$ cat config.mk
export PLATFORM = sky130hd
export DESIGN_NAME = crs_queue
export DESIGN_NICKNAME = d
export VERILOG_FILES = /design/src/crs_pkg.sv /design/src/crs_queue.sv
export SDC_FILE = /design/constraint.sdc
export NUM_CORES = 1
export LEC_CHECK = 0
export ABC_AREA = 1
export BUFFER_PORTS_ARGS = -buffer_cell sky130_fd_sc_hd__buf_2
export CAP_MARGIN = 20
export CORE_AREA = 3 3 227 229
export CTS_CLUSTER_DIAMETER = 60
export DETAILED_ROUTE_END_ITERATION = 10
export DIE_AREA = 0 0 230 232
export PLACE_DENSITY_LB_ADDON = 0.1
export RECOVER_POWER = 100
export SYNTH_ARGS = -nofsm -noshare
export SYNTH_HDL_FRONTEND = slang
export SYNTH_SLANG_ARGS = --single-unit
$ cat constraint.sdc
create_clock -name i_clk -period 12.45 [get_ports i_clk]
set_input_delay 0.6225 -clock i_clk [delete_from_list [all_inputs] [get_ports i_clk]]
set_output_delay 0.6225 -clock i_clk [all_outputs]
set_load 0.01 [all_outputs]
$ cat src/crs_pkg.sv
package crs_pkg;

    // Coordinate and count widths of the ports.
    localparam int CW         = 32;
    localparam int CNTW       = 7;
    localparam int MAX_POINTS = 64;

    // Segment divisions n = count + 1 fit in NW bits.
    localparam int NW = $clog2(MAX_POINTS + 2);
    // Polynomial coefficients need four bits of headroom over a coordinate.
    localparam int KW = CW + 4;
    // Weights i*n*n, i*i*n, i*i*i and n*n*n all stay at or below (MAX_POINTS+1)^3.
    localparam int WW = $clog2((MAX_POINTS + 1) * (MAX_POINTS + 1) * (MAX_POINTS + 1) + 1);
    // Divisor 2*n^3.
    localparam int DW = WW + 1;
    // One coefficient times one weight.
    localparam int PW = KW + WW;
    // Sum of three products plus the rounding offset.
    localparam int SW = PW + 2;

    // One queued segment, already reduced to polynomial form.
    typedef struct packed {
        logic signed [CW-1:0] p1_x;
        logic signed [CW-1:0] p1_y;
        logic signed [KW-1:0] a_x;
        logic signed [KW-1:0] b_x;
        logic signed [KW-1:0] c_x;
        logic signed [KW-1:0] a_y;
        logic signed [KW-1:0] b_y;
        logic signed [KW-1:0] c_y;
        logic [NW-1:0]        count;
    } t_seg;

    // Queue status seen by the front and back.
    typedef struct packed {
        logic full;
        logic empty;
    } t_qstat;

endpackage

$ cat src/crs_queue.sv
module crs_queue
    import crs_pkg::*;
(
    input  logic   i_clk,
    input  logic   i_rst_n,
    input  logic   i_push,
    input  t_seg   i_data,
    input  logic   i_pop,
    output t_seg   o_data,
    output t_qstat o_stat
);

    t_seg       r_mem [2];
    logic       r_wp;
    logic       r_rp;
    logic [1:0] r_cnt;

    assign o_data       = r_mem[r_rp];
    assign o_stat.full  = (r_cnt == 2'd2);
    assign o_stat.empty = (r_cnt == 2'd0);

    // Two-entry queue between front and back.
    always_ff @(posedge i_clk) begin
        if (!i_rst_n) begin
            r_wp  <= 1'b0;
            r_rp  <= 1'b0;
            r_cnt <= 2'd0;
        end else begin
            if (i_push) begin
                r_wp <= ~r_wp;
            end
            if (i_pop) begin
                r_rp <= ~r_rp;
            end
            if (i_push && !i_pop) begin
                r_cnt <= r_cnt + 2'd1;
            end else if (i_pop && !i_push) begin
                r_cnt <= r_cnt - 2'd1;
            end
        end
    end

    always_ff @(posedge i_clk) begin
        if (i_push) begin
            r_mem[r_wp] <= i_data;
        end
    end

endmodule

[Word-level counts from Yosys, hierarchy flattened]
Memories as Yosys holds them, arrays and structs flattened. A register that Yosys moved wholly into a read port is not among the register bits.
Cells that the tools add are included.
Word-level totals
  register bits after elaboration: 4
  memory bits (writable): 574
  input bits: 291
  output and inout port bits: 289
  logic and storage cells: 21
  memories: 1
Operators by class
  $add $sub $neg: 2
  equality and inequality tests: 1
  multiplexer cells: 6
  bitwise operators: 2
  reduce and logical (&&, ||, !) cells: 6
Memory list
  r_mem: words 2, width 287, read ports 1, clocked after Yosys merged registers in 1, wr ports 1, RTL line crs_queue.sv:13  | t_seg r_mem [2];
Operator list (number)
  1-bit two-way mux: 4
  2-bit two-way mux: 2
  2-bit by 1-bit adder with 2-bit output (second input constant): 1
  2-bit == test (second input constant): 1
  1-bit logical AND: 2
  1-bit logical NOT: 2
  2-bit logical NOT: 1
  1-bit inverter: 2
  2-bit nonzero test: 1
  2-bit by 1-bit subtractor with 2-bit output (second input constant): 1

[Depth between registers and ports, before layout]
  depth after elaboration: 4
  gate-level depth with buffers: 8

[Worst setup path before layout]
OpenSTA, ideal clock, no wires.
  kind: input-to-reg
  from: in i_push
  to: mem r_mem[0][0] (netlist bit), enable pin
  arrival: 12.649 ns
  required time: 11.501 ns
  path slack: -1.148 ns
  cell stages on the path: 2
  path buffers: 0
  cell sequence: inv_1 > nor2_1
On the way
  cells in the longest elaborated chain, start to end: 2
Ends and longest elaborated chain
  from (decl): RTL line crs_queue.sv:6  | input logic i_push,
  1-bit two-way mux: RTL line crs_queue.sv:44  | if (i_push) begin
  1-bit two-way mux (implied by the code): RTL line crs_queue.sv:45  | r_mem[r_wp] <= i_data;
  to (decl): RTL line crs_queue.sv:13
Every way passes these cells.

==> metrics <==
worst slack, placed 8520 ps; status finished with violations; first-pass GRT wire length about 70 mm; Tightest Pin Transition approximately 5900 ps; Hold Buf Count CTS 0; Worst setup SP type register; Remaining DRCs 0; crit path max fanout approximately 60; largest net degree at the start of global routing between 150 and 200; top post-synthesis cells by area edfxtp_1 (79%), mux2_4 (16%), mux2_2 (2.9%), buf_6 (1.4%), dfxtp_1 (0.46%); TritonCTS clock tree yes; setup TNS 0 ps; post-synthesis sequential area ratio about four fifths; clk_lat worst skew slightly below 600 ps; Tcrit/Tclk final 56.9%; Buffers & Inverters on Critical Path 3; Multi-input gate area about 0.0033 mm²; final core occ between 50% and 60%; CTS Buffer Depth 3; Post-CTS Resized 0; fillers 4348; Port-buffer cells between 500 and 600; top cell type by total area after synthesis edfxtp_1; commonest non-fill, non-tap cell in the layout edfxtp_1; Tot GR Track Use between 15 and 20%; layout cells sized above 1 34.0%; post-CTS setup buffer count 0; Post-DP Area ~0.025 mm²; # nets final between 1500 and 2000; Slowest cell on crit path dfxtp_1; H-tree depth 2; Die Area roughly 0.053 mm²; core area 0.0499 mm²; Leakage around 9.4 nW; post-route minimum period around 7000 ps; Avg Cell Area, Syn approximately 24 µm²; Critical Path, Cell by Cell clkbuf_1 > buf_4 > mux2_1 > buf_2; pins over their slew limit 350; pwr dens between 150 and 200 mW/mm²; Avg WL per Cell between 20 and 25 µm; max_slew headroom -291%; hold crit path type input pin to register; total number of vias roughly 11000; drt first pass iters 4; delay-heaviest family, CP buffers and inverters; final worst setup slack about 5400 ps; Fmax 0.141 GHz; most frequent cells in the layout edfxtp_1 (574), buf_2 (391), mux2_1 (225), clkbuf_1 (200), clkbuf_16 (61); Vias/cell roughly 4.7; Die W 230 µm; Routed WL 50.6 mm; Synth cell types 14; Final ANT Viol Nets 0; Yosys reg bits 579; synth warn 0; Starting Density about 44%; clk sinks about 580; RePlAce Congestion roughly 0.8; area growth from synthesis to layout 19.9%; Max-Cap Viols 5; crit-path max cell delay between 2000 and 2500 ps; Max VDD drop roughly 0.12 mV; Num CTS Buffers 59; Post-Syn Area around 0.022 mm²; placed cells approximately 2200; clock transition at the registers of the reported paths about 60 ps; DPL Wire Length 34.6 mm; drt first-iter violations 673; failing checks capacitance limit, slew limit; initial antenna violation count 15; DIE HEIGHT 232 µm; I/O pin count a little under 600; worst clock skew around 12 ps; CP Capture Type primary output; register area roughly 0.017 mm²; # setup viols final 0; post-route insts no fill approximately 2300; post-route cell area ~0.026 mm²; CP arrival about 6500 ps; FP Rows 82; Hold Fails Final Rpt 0; critical path type register to primary output; RSZ-0062 raised after global routing no; Synth top area share around four fifths; Root Buffer clkbuf_16; vias in the first global route between 10000 and 15000; GRT overflow 0; Critical Path RT 11830 ps; cell count after synthesis between 900 and 1000; syn nets 1220
-- metal layers --
metal | GRT usage [%] | vias up | wire (µm)
met5 | 0 | - | 64
met4 | 7.09 | 8 | 1540
met3 | 7.10 | 87 | 4610
met2 | 30.0 | 400 | 25400
met1 | 20.9 | 5334 | 19000
li1 | - | 4943 | -
-- worst paths after layout --
path,cells after the start,from,slack [ps],end
worst min register to register,2,r_rp$_SDFFE_PN0P_,500,register
worst min-delay path,1,i_data[246],210,r_mem[1][246]$_DFFE_PP_
worst max register to register,2,r_wp$_SDFFE_PN0P_,5530,r_mem[1][238]$_DFFE_PP_
worst max-delay path,4,register,5360,o_data[91]
-- final cells by class --
cell class / instances / share of cell area, %
clock buffers: 70 / 5.95
multi-input cells: 309 / 12.8
clock inverters: 38 / 1.35
inverters: 8 / 0.119
repair buffers: 586 / 10.4
diodes: 10 / 0.0954
well taps: 672 / 3.20
flip-flops and latches: 579 / 66.1
-- metrics by stage --
stage          total power (W)  hold WS, ps
4_1_cts                0.00453          156
2_1_floorplan          0.00261          463
3_3_place_gp           0.00278          482
5_1_grt                0.00456          165
3_5_place_dp           0.00278          491
6_report               0.00439          212
-- synthesized netlist by cell type --
library cell / instances
a21oi_1: 1
buf_2: 5
buf_6: 27
dfxtp_1: 5
edfxtp_1: 574
ha_1: 1
inv_1: 8
mux2_2: 57
mux2_4: 230
nand2_1: 8
nand3_1: 1
nand4_1: 1
nor2_1: 9
o21ai_0: 1
-- cells by family after synthesis --
family                     count (synthesis)  synth area share (%)
muxes                                    287                  18.7
AOI/OAI and AO/OA                          2                0.0457
and+or+nand+nor                           19                 0.343
adders and majority gates                  1                0.0572
DFF                                      579                  79.2
buffers and inverters                     40                  1.64
-- state kept, by name, indices dropped and copies added, names as in the netlist, named ones only --
| signal | count |
|---|---|
| r_cnt | 2 |
| r_mem | 574 |
| r_rp | 1 |
| r_wp | 1 |
-- where the power goes --
part           internal [W]  total (W)  leakage [nW]  switching (W)
Combinational      0.000148   0.000367          3.02       0.000219
Clock               0.00103    0.00173         0.938       0.000696
Sequential          0.00227    0.00230          5.43      0.0000274
Total               0.00345    0.00439          9.39       0.000943
Note: power is estimated with default switching activity, not from simulation.
