File: src/crs_pkg.sv
package crs_pkg;

    // Coordinate and count widths of the ports.
    localparam int CW         = 32;
    localparam int CNTW       = 7;
    localparam int MAX_POINTS = 64;

    // Segment divisions n = count + 1 fit in NW bits.
    localparam int NW = $clog2(MAX_POINTS + 2);
    // Polynomial coefficients need four bits of headroom over a coordinate.
    localparam int KW = CW + 4;
    // Weights i*n*n, i*i*n, i*i*i and n*n*n all stay at or below (MAX_POINTS+1)^3.
    localparam int WW = $clog2((MAX_POINTS + 1) * (MAX_POINTS + 1) * (MAX_POINTS + 1) + 1);
    // Divisor 2*n^3.
    localparam int DW = WW + 1;
    // One coefficient times one weight.
    localparam int PW = KW + WW;
    // Sum of three products plus the rounding offset.
    localparam int SW = PW + 2;

    // One queued segment, already reduced to polynomial form.
    typedef struct packed {
        logic signed [CW-1:0] p1_x;
        logic signed [CW-1:0] p1_y;
        logic signed [KW-1:0] a_x;
        logic signed [KW-1:0] b_x;
        logic signed [KW-1:0] c_x;
        logic signed [KW-1:0] a_y;
        logic signed [KW-1:0] b_y;
        logic signed [KW-1:0] c_y;
        logic [NW-1:0]        count;
    } t_seg;

    // Queue status seen by the front and back.
    typedef struct packed {
        logic full;
        logic empty;
    } t_qstat;

endpackage

File: src/crs_front.sv
module crs_front
    import crs_pkg::*;
(
    input  logic                   i_clk,
    input  logic                   i_rst_n,
    input  logic                   i_valid,
    output logic                   o_stall,
    input  logic signed [CW-1:0]   i_p0_x,
    input  logic signed [CW-1:0]   i_p0_y,
    input  logic signed [CW-1:0]   i_p1_x,
    input  logic signed [CW-1:0]   i_p1_y,
    input  logic signed [CW-1:0]   i_p2_x,
    input  logic signed [CW-1:0]   i_p2_y,
    input  logic signed [CW-1:0]   i_p3_x,
    input  logic signed [CW-1:0]   i_p3_y,
    input  logic [CNTW-1:0]        i_point_count,
    input  t_qstat                 i_qstat,
    output logic                   o_push,
    output t_seg                   o_seg
);

    logic                 r_valid;
    logic signed [CW-1:0] r_p0_x, r_p0_y, r_p1_x, r_p1_y;
    logic signed [CW-1:0] r_p2_x, r_p2_y, r_p3_x, r_p3_y;
    logic [NW-1:0]        r_count;
    logic                 fire;
    logic                 load;
    logic [NW-1:0]        clamped;

    // A word leaves the input register once the queue has room, or at once
    // when it asks for no points.
    assign fire    = r_valid & (~i_qstat.full | (r_count == '0));
    assign o_stall = r_valid & ~fire;
    assign load    = i_valid & ~o_stall;
    assign o_push  = fire & (r_count != '0);

    // Counts above the maximum saturate.
    always_comb begin
        if (i_point_count > CNTW'(MAX_POINTS)) begin
            clamped = NW'(MAX_POINTS);
        end else begin
            clamped = NW'(i_point_count);
        end
    end

    always_ff @(posedge i_clk) begin
        if (!i_rst_n) begin
            r_valid <= 1'b0;
        end else if (load) begin
            r_valid <= 1'b1;
        end else if (fire) begin
            r_valid <= 1'b0;
        end
    end

    always_ff @(posedge i_clk) begin
        if (load) begin
            r_p0_x  <= i_p0_x;
            r_p0_y  <= i_p0_y;
            r_p1_x  <= i_p1_x;
            r_p1_y  <= i_p1_y;
            r_p2_x  <= i_p2_x;
            r_p2_y  <= i_p2_y;
            r_p3_x  <= i_p3_x;
            r_p3_y  <= i_p3_y;
            r_count <= clamped;
        end
    end

    // Polynomial coefficients of the uniform curve, times two.
    function automatic logic signed [KW-1:0] ext(input logic signed [CW-1:0] v);
        ext = {{(KW-CW){v[CW-1]}}, v};
    endfunction

    always_comb begin
        o_seg.p1_x  = r_p1_x;
        o_seg.p1_y  = r_p1_y;
        o_seg.count = r_count;
        o_seg.a_x   = ext(r_p2_x) - ext(r_p0_x);
        o_seg.b_x   = (ext(r_p0_x) <<< 1) - (ext(r_p1_x) <<< 2) - ext(r_p1_x)
                    + (ext(r_p2_x) <<< 2) - ext(r_p3_x);
        o_seg.c_x   = (ext(r_p1_x) <<< 1) + ext(r_p1_x) - ext(r_p0_x)
                    - (ext(r_p2_x) <<< 1) - ext(r_p2_x) + ext(r_p3_x);
        o_seg.a_y   = ext(r_p2_y) - ext(r_p0_y);
        o_seg.b_y   = (ext(r_p0_y) <<< 1) - (ext(r_p1_y) <<< 2) - ext(r_p1_y)
                    + (ext(r_p2_y) <<< 2) - ext(r_p3_y);
        o_seg.c_y   = (ext(r_p1_y) <<< 1) + ext(r_p1_y) - ext(r_p0_y)
                    - (ext(r_p2_y) <<< 1) - ext(r_p2_y) + ext(r_p3_y);
    end

endmodule

File: config.mk
export PLATFORM = sky130hd
export DESIGN_NAME = crs_front
export DESIGN_NICKNAME = d
export VERILOG_FILES = /design/src/crs_pkg.sv /design/src/crs_front.sv
export SDC_FILE = /design/constraint.sdc
export NUM_CORES = 2
export LEC_CHECK = 0
export BUFFER_PORTS_ARGS = -buffer_cell sky130_fd_sc_hd__buf_2
export CAP_MARGIN = 5
export CORE_ASPECT_RATIO = 1.25
export CORE_MARGIN = 3
export CORE_UTILIZATION = 45
export DETAILED_ROUTE_END_ITERATION = 8
export HOLD_SLACK_MARGIN = 0.08
export PLACE_DENSITY = 0.69
export SLEW_MARGIN = 20
export SYNTH_ARGS = -nofsm -noshare
export SYNTH_HDL_FRONTEND = slang
export SYNTH_SLANG_ARGS = --single-unit
File: constraint.sdc
create_clock -name i_clk -period 21.7 [get_ports i_clk]
set_clock_uncertainty 0.05 [all_clocks]
set_input_delay 4.34 -clock i_clk [delete_from_list [all_inputs] [get_ports i_clk]]
set_output_delay 4.34 -clock i_clk [all_outputs]
set_load 0.05 [all_outputs]
* Word level (Yosys, flattened, before mapping)
Index checks and enable logic that the tools add are counted.
** Storage, ports and cells
- Bits in registers :: 264
- Logic and storage cells :: 44
- Input port bits :: 268
- Output and inout port bits :: 289
** Cells by class
- Multiplexer cells :: 2
- $lt $le $gt $ge :: 1
- Reduce and logical (&&, ||, !) cells :: 3
- Bitwise gates (word level) :: 8
- Add/subtract/negate cells :: 20
** Operators by type and width (count)
- subtractor 36 x 32 -> 36 bit :: 4
- adder 36 x 32 -> 36 bit :: 2
- adder 36 x 34 -> 36 bit :: 2
- subtractor 35 x 32 -> 36 bit :: 2
- subtractor 35 x 33 -> 36 bit :: 2
- subtractor 33 x 34 -> 35 bit :: 2
- subtractor 34 x 32 -> 35 bit :: 2
- adder 33 x 32 -> 34 bit :: 2
- subtractor 32 x 32 -> 33 bit :: 2
- > comparator 7 bit, second input constant :: 1
- logical NOT 7 bit :: 1
- nonzero test 7 bit :: 1
- bitwise AND 1 bit :: 4
- inverter 1 bit :: 3
- two-way mux 1 bit :: 2
- nonzero test 2 bit :: 1
- OR 1 bit :: 1

* Longest topological paths before layout
- Word-level depth :: 8
- Mapped depth :: 19
- Gate-level depth less buffers :: 19

* Worst setup path after synthesis
OpenSTA, ideal clock, no wires.
- Path kind :: input -> register
- From :: input i_qstat[1] (netlist bit)
- To :: register r_count[0], enable pin
- Arrival time :: 16213 ps
- Stages on the path :: 2
- Setup time :: 916 ps
- Path buffers :: 0
- Slack :: 4520 ps
- Required time :: 20734 ps
- Cell sequence :: and3_1 > nor2b_1
** On the way
- Longest elaborated chain between the ends :: 7
** Ends and longest elaborated chain
- start: declaration :: line crs_front.sv:17 : input t_qstat i_qstat,
- inverter 1 bit :: line crs_front.sv:32 : assign fire = r_valid & (~i_qstat.full | (r_count == '0));
- OR 1 bit :: line crs_front.sv:32
- bitwise AND 1 bit :: line crs_front.sv:32
- inverter 1 bit :: line crs_front.sv:33 : assign o_stall = r_valid & ~fire;
- bitwise AND 1 bit :: line crs_front.sv:33
- inverter 1 bit :: line crs_front.sv:34 : assign load = i_valid & ~o_stall;
- bitwise AND 1 bit :: line crs_front.sv:34
- net load :: line crs_front.sv:27 : logic load;
- end signal: assignment :: line crs_front.sv:66 : r_count <= clamped;
- end: declaration :: line crs_front.sv:25 : logic [NW-1:0] r_count;
The timed path passes the listed nets, and every way through them passes these cells.
A chain may end at the register's enable or synchronous reset.

==> metrics.cfg <==
[cts]
cts.sinks = 264
cts_buffers = 31
cts_buffer_depth = 3
cts_resized = 0
htreeDepth = 1
cts_setup_buffers = 0
ctsRootBufferMaster = clkbuf_16
insertion_delay_ns = 0.61
cts_tree = built
clk_pin_slew_ns = 0.06
ctsHoldBuffers = 0

[final_layout]
final_nets = 4310
seq_area_um2 = 7920
post_route_cells_drive_above_1_share = 0.190
fill_cells = 5810
fin_area_um2 = 34600
postLayoutCoreUtil = 0.533
multiInputGateArea_um2 = 18800
area_growth_pct = 16.4

[global_route]
grtUsageMet2 = 0.421
grt_max_degree = 70
met3_usage = 0.0458
top_usage_layer = met2
grt_pass1_wl_um = 125000
grtUsageTotal = 0.231
grt_overflow_total = 0
first_global_vias = 23115
grt_util_met1 = 0.271
antenna_found_initial = 13

[timing]
hold_violations = 0
drv_slew = 0
fmax_mhz = 94.4
worstMarginPinSlew_ns = 1.05
finalSetupTns_ns = 0
layout_worst_path_cycle_share = 0.488
rsz0062_at_grt = false
fin_crit_ns = 10.59
slew_headroom = 0.297
finalSetupViolCount = 0

[logic_synthesis]
async_flop_share = 0
synth_area_leader_cell = fa_1
synth_top_flop_cell = edfxtp_1
synth_warnings = 0
seq_area_frac_synth = 0.266
syn_area_per_cell_um2 = 10.6
yosys.cell_types.count = 83
synth_enable_flop_cells = 263
synth_top_area_frac = 0.306
postSynthCellCount = 2808
synth_area_leaders = fa_1, edfxtp_1, inv_1
synth_area_um2 = 29700
synth_seq_cells = 264
synth_fp_nets = 3748

[setup_path]
worstPathArrival_ns = 6.20
cp_cell_sequence = inv_1 > fa_1 > fa_1 > inv_1 > fa_1 > fa_1 > nand2b_1 > a211oi_1 > o21ai_1 > a31oi_1 > a31oi_1 > nand2b_1 > o21bai_1 > a221o_1 > a21oi_1 > xnor2_1 > buf_2
cp_slowest_cell = a211oi_1
critPathTopFamily = compound AO/OA/AOI/OAI gates
required_ns = 17.31
worstSetupStartpoint = r_p1_x[3]
crit_path_start_kind = flip-flop
setup.worst_path.end_class = output port
crit_buf_inv = 3
reg2reg_from = r_count[5]
path_common_cell = fa_1
max_stage_delay_ns = 0.55
critical_path_class = reg2out
crit_fanout = 4

[drt]
drc = 0
wire_per_inst_um = 18.8
viasPerCell = 5.11
firstDrtPassIters = 5
routed_wl_um = 80000
ant_nets = 0
initialDrtViolationCount = 1076
vias = 21722

[die]
dieArea_um2 = 69200
core_um2 = 64900
start_util = 0.458
die_w_um = 236
die_height_um = 293
ioPinCount = 557
rows = 104

[placed_design]
port_buffers = 555
place.gp.congestion = 0.927
dp_hpwl_um = 68700
place_area_um2 = 33500

[status]
status = finished, final reports clean

[run]
maxCapViolations = 0

[hold_path]
worstHoldStart = r_valid
hold_class = reg2reg

## layer usage
metal,wire (µm),vias to the layer above,part of all wire
met4,3120,14,0.039
met3,5450,147,0.068
li1,-,10170,-
met2,41400,641,0.52
met5,100,-,0.0013
met1,29900,10750,0.37
## cells in the mapped netlist, types with 28 or more instances
| cell type | count |
|---|---|
| inv_1 | 767 |
| nand3_1 | 38 |
| xor2_1 | 57 |
| a21o_1 | 120 |
| a21oi_1 | 174 |
| o21ai_1 | 34 |
| ha_1 | 218 |
| fa_1 | 454 |
| xnor2_1 | 123 |
| o21ai_0 | 47 |
| nor2_1 | 92 |
| nand2_1 | 78 |
| o21a_1 | 29 |
| edfxtp_1 | 263 |
| o21bai_1 | 28 |
## logic make-up (layout without fill, tap and decap cells)
logic type               count (synthesis)  in the layout  synth area share
adder cells (fa/ha/maj)                672            672             0.397
flip-flops                             264            264             0.266
multiplexers                             1              1          0.000337
other                                    0              6                 0
buffers and inverters                  797           1383             0.102
AND/OR/NAND/NOR                        341            341            0.0568
XOR/XNOR                               180            180            0.0530
AO/OA/AOI/OAI                          553            553             0.125
## state kept, by name, summed over array words and instances (netlist names), 32 cells and up
name and flops:
r_p0_y 32, r_p1_x 32, r_p3_x 32, r_p2_y 32, r_p1_y 32, r_p3_y 32, r_p2_x 32, r_p0_x 32
## cell usage in the layout (no fill, tap or decap), types with 18 or more instances in the layout
cell,n
a21o_1,120
a21oi_1,174
a31oi_1,20
and3_1,18
buf_2,555
clkbuf_16,31
edfxtp_1,263
fa_1,454
ha_1,218
inv_1,767
nand2_1,78
nand2b_1,26
nand3_1,38
nor2_1,92
nor2b_1,20
o21a_1,29
o21ai_0,47
o21ai_1,34
o21bai_1,28
xnor2_1,123
xor2_1,57
## worst min-delay path, cell delays in order, from the launching register on
cell,delay [ns]
dfxtp_1,0.30
and3_1,0.19
o21a_1,0.19
## metrics by stage
stage / setup WS, ns / instances / hold slack (ns)
global route: 10.74 / 4243 / 0.723
global placement: 11.85 / 4185 / 0.690
detailed placement: 11.88 / 4185 / 0.692
finish: 11.11 / 4248 / 0.690
floorplan: 4.52 / 2808 / 0.843
CTS: 11.15 / 4242 / 0.701
## worst paths after layout
kind	cells past startpoint	slack, ns	endpoint
worst max-delay path	17	11.11	o_seg[183]
worst min-delay path	2	0.69	r_valid
worst max register to register	6	18.11	r_p0_y[0]
worst min register to register	2	0.69	r_valid
## layout make-up
class | instances | area share
clock inverter | 25 | 0.0102
tap | 848 | 0.0306
timing repair buffer | 559 | 0.0811
sequential | 264 | 0.229
clock buffer | 32 | 0.0225
multi-input combinational | 1747 | 0.543
antenna | 6 | 0.000434
inverter | 767 | 0.0832
Power is left out: the tool's default activity adds up to more than one toggle a clock period on the data nets, which glitch-free logic cannot reach.
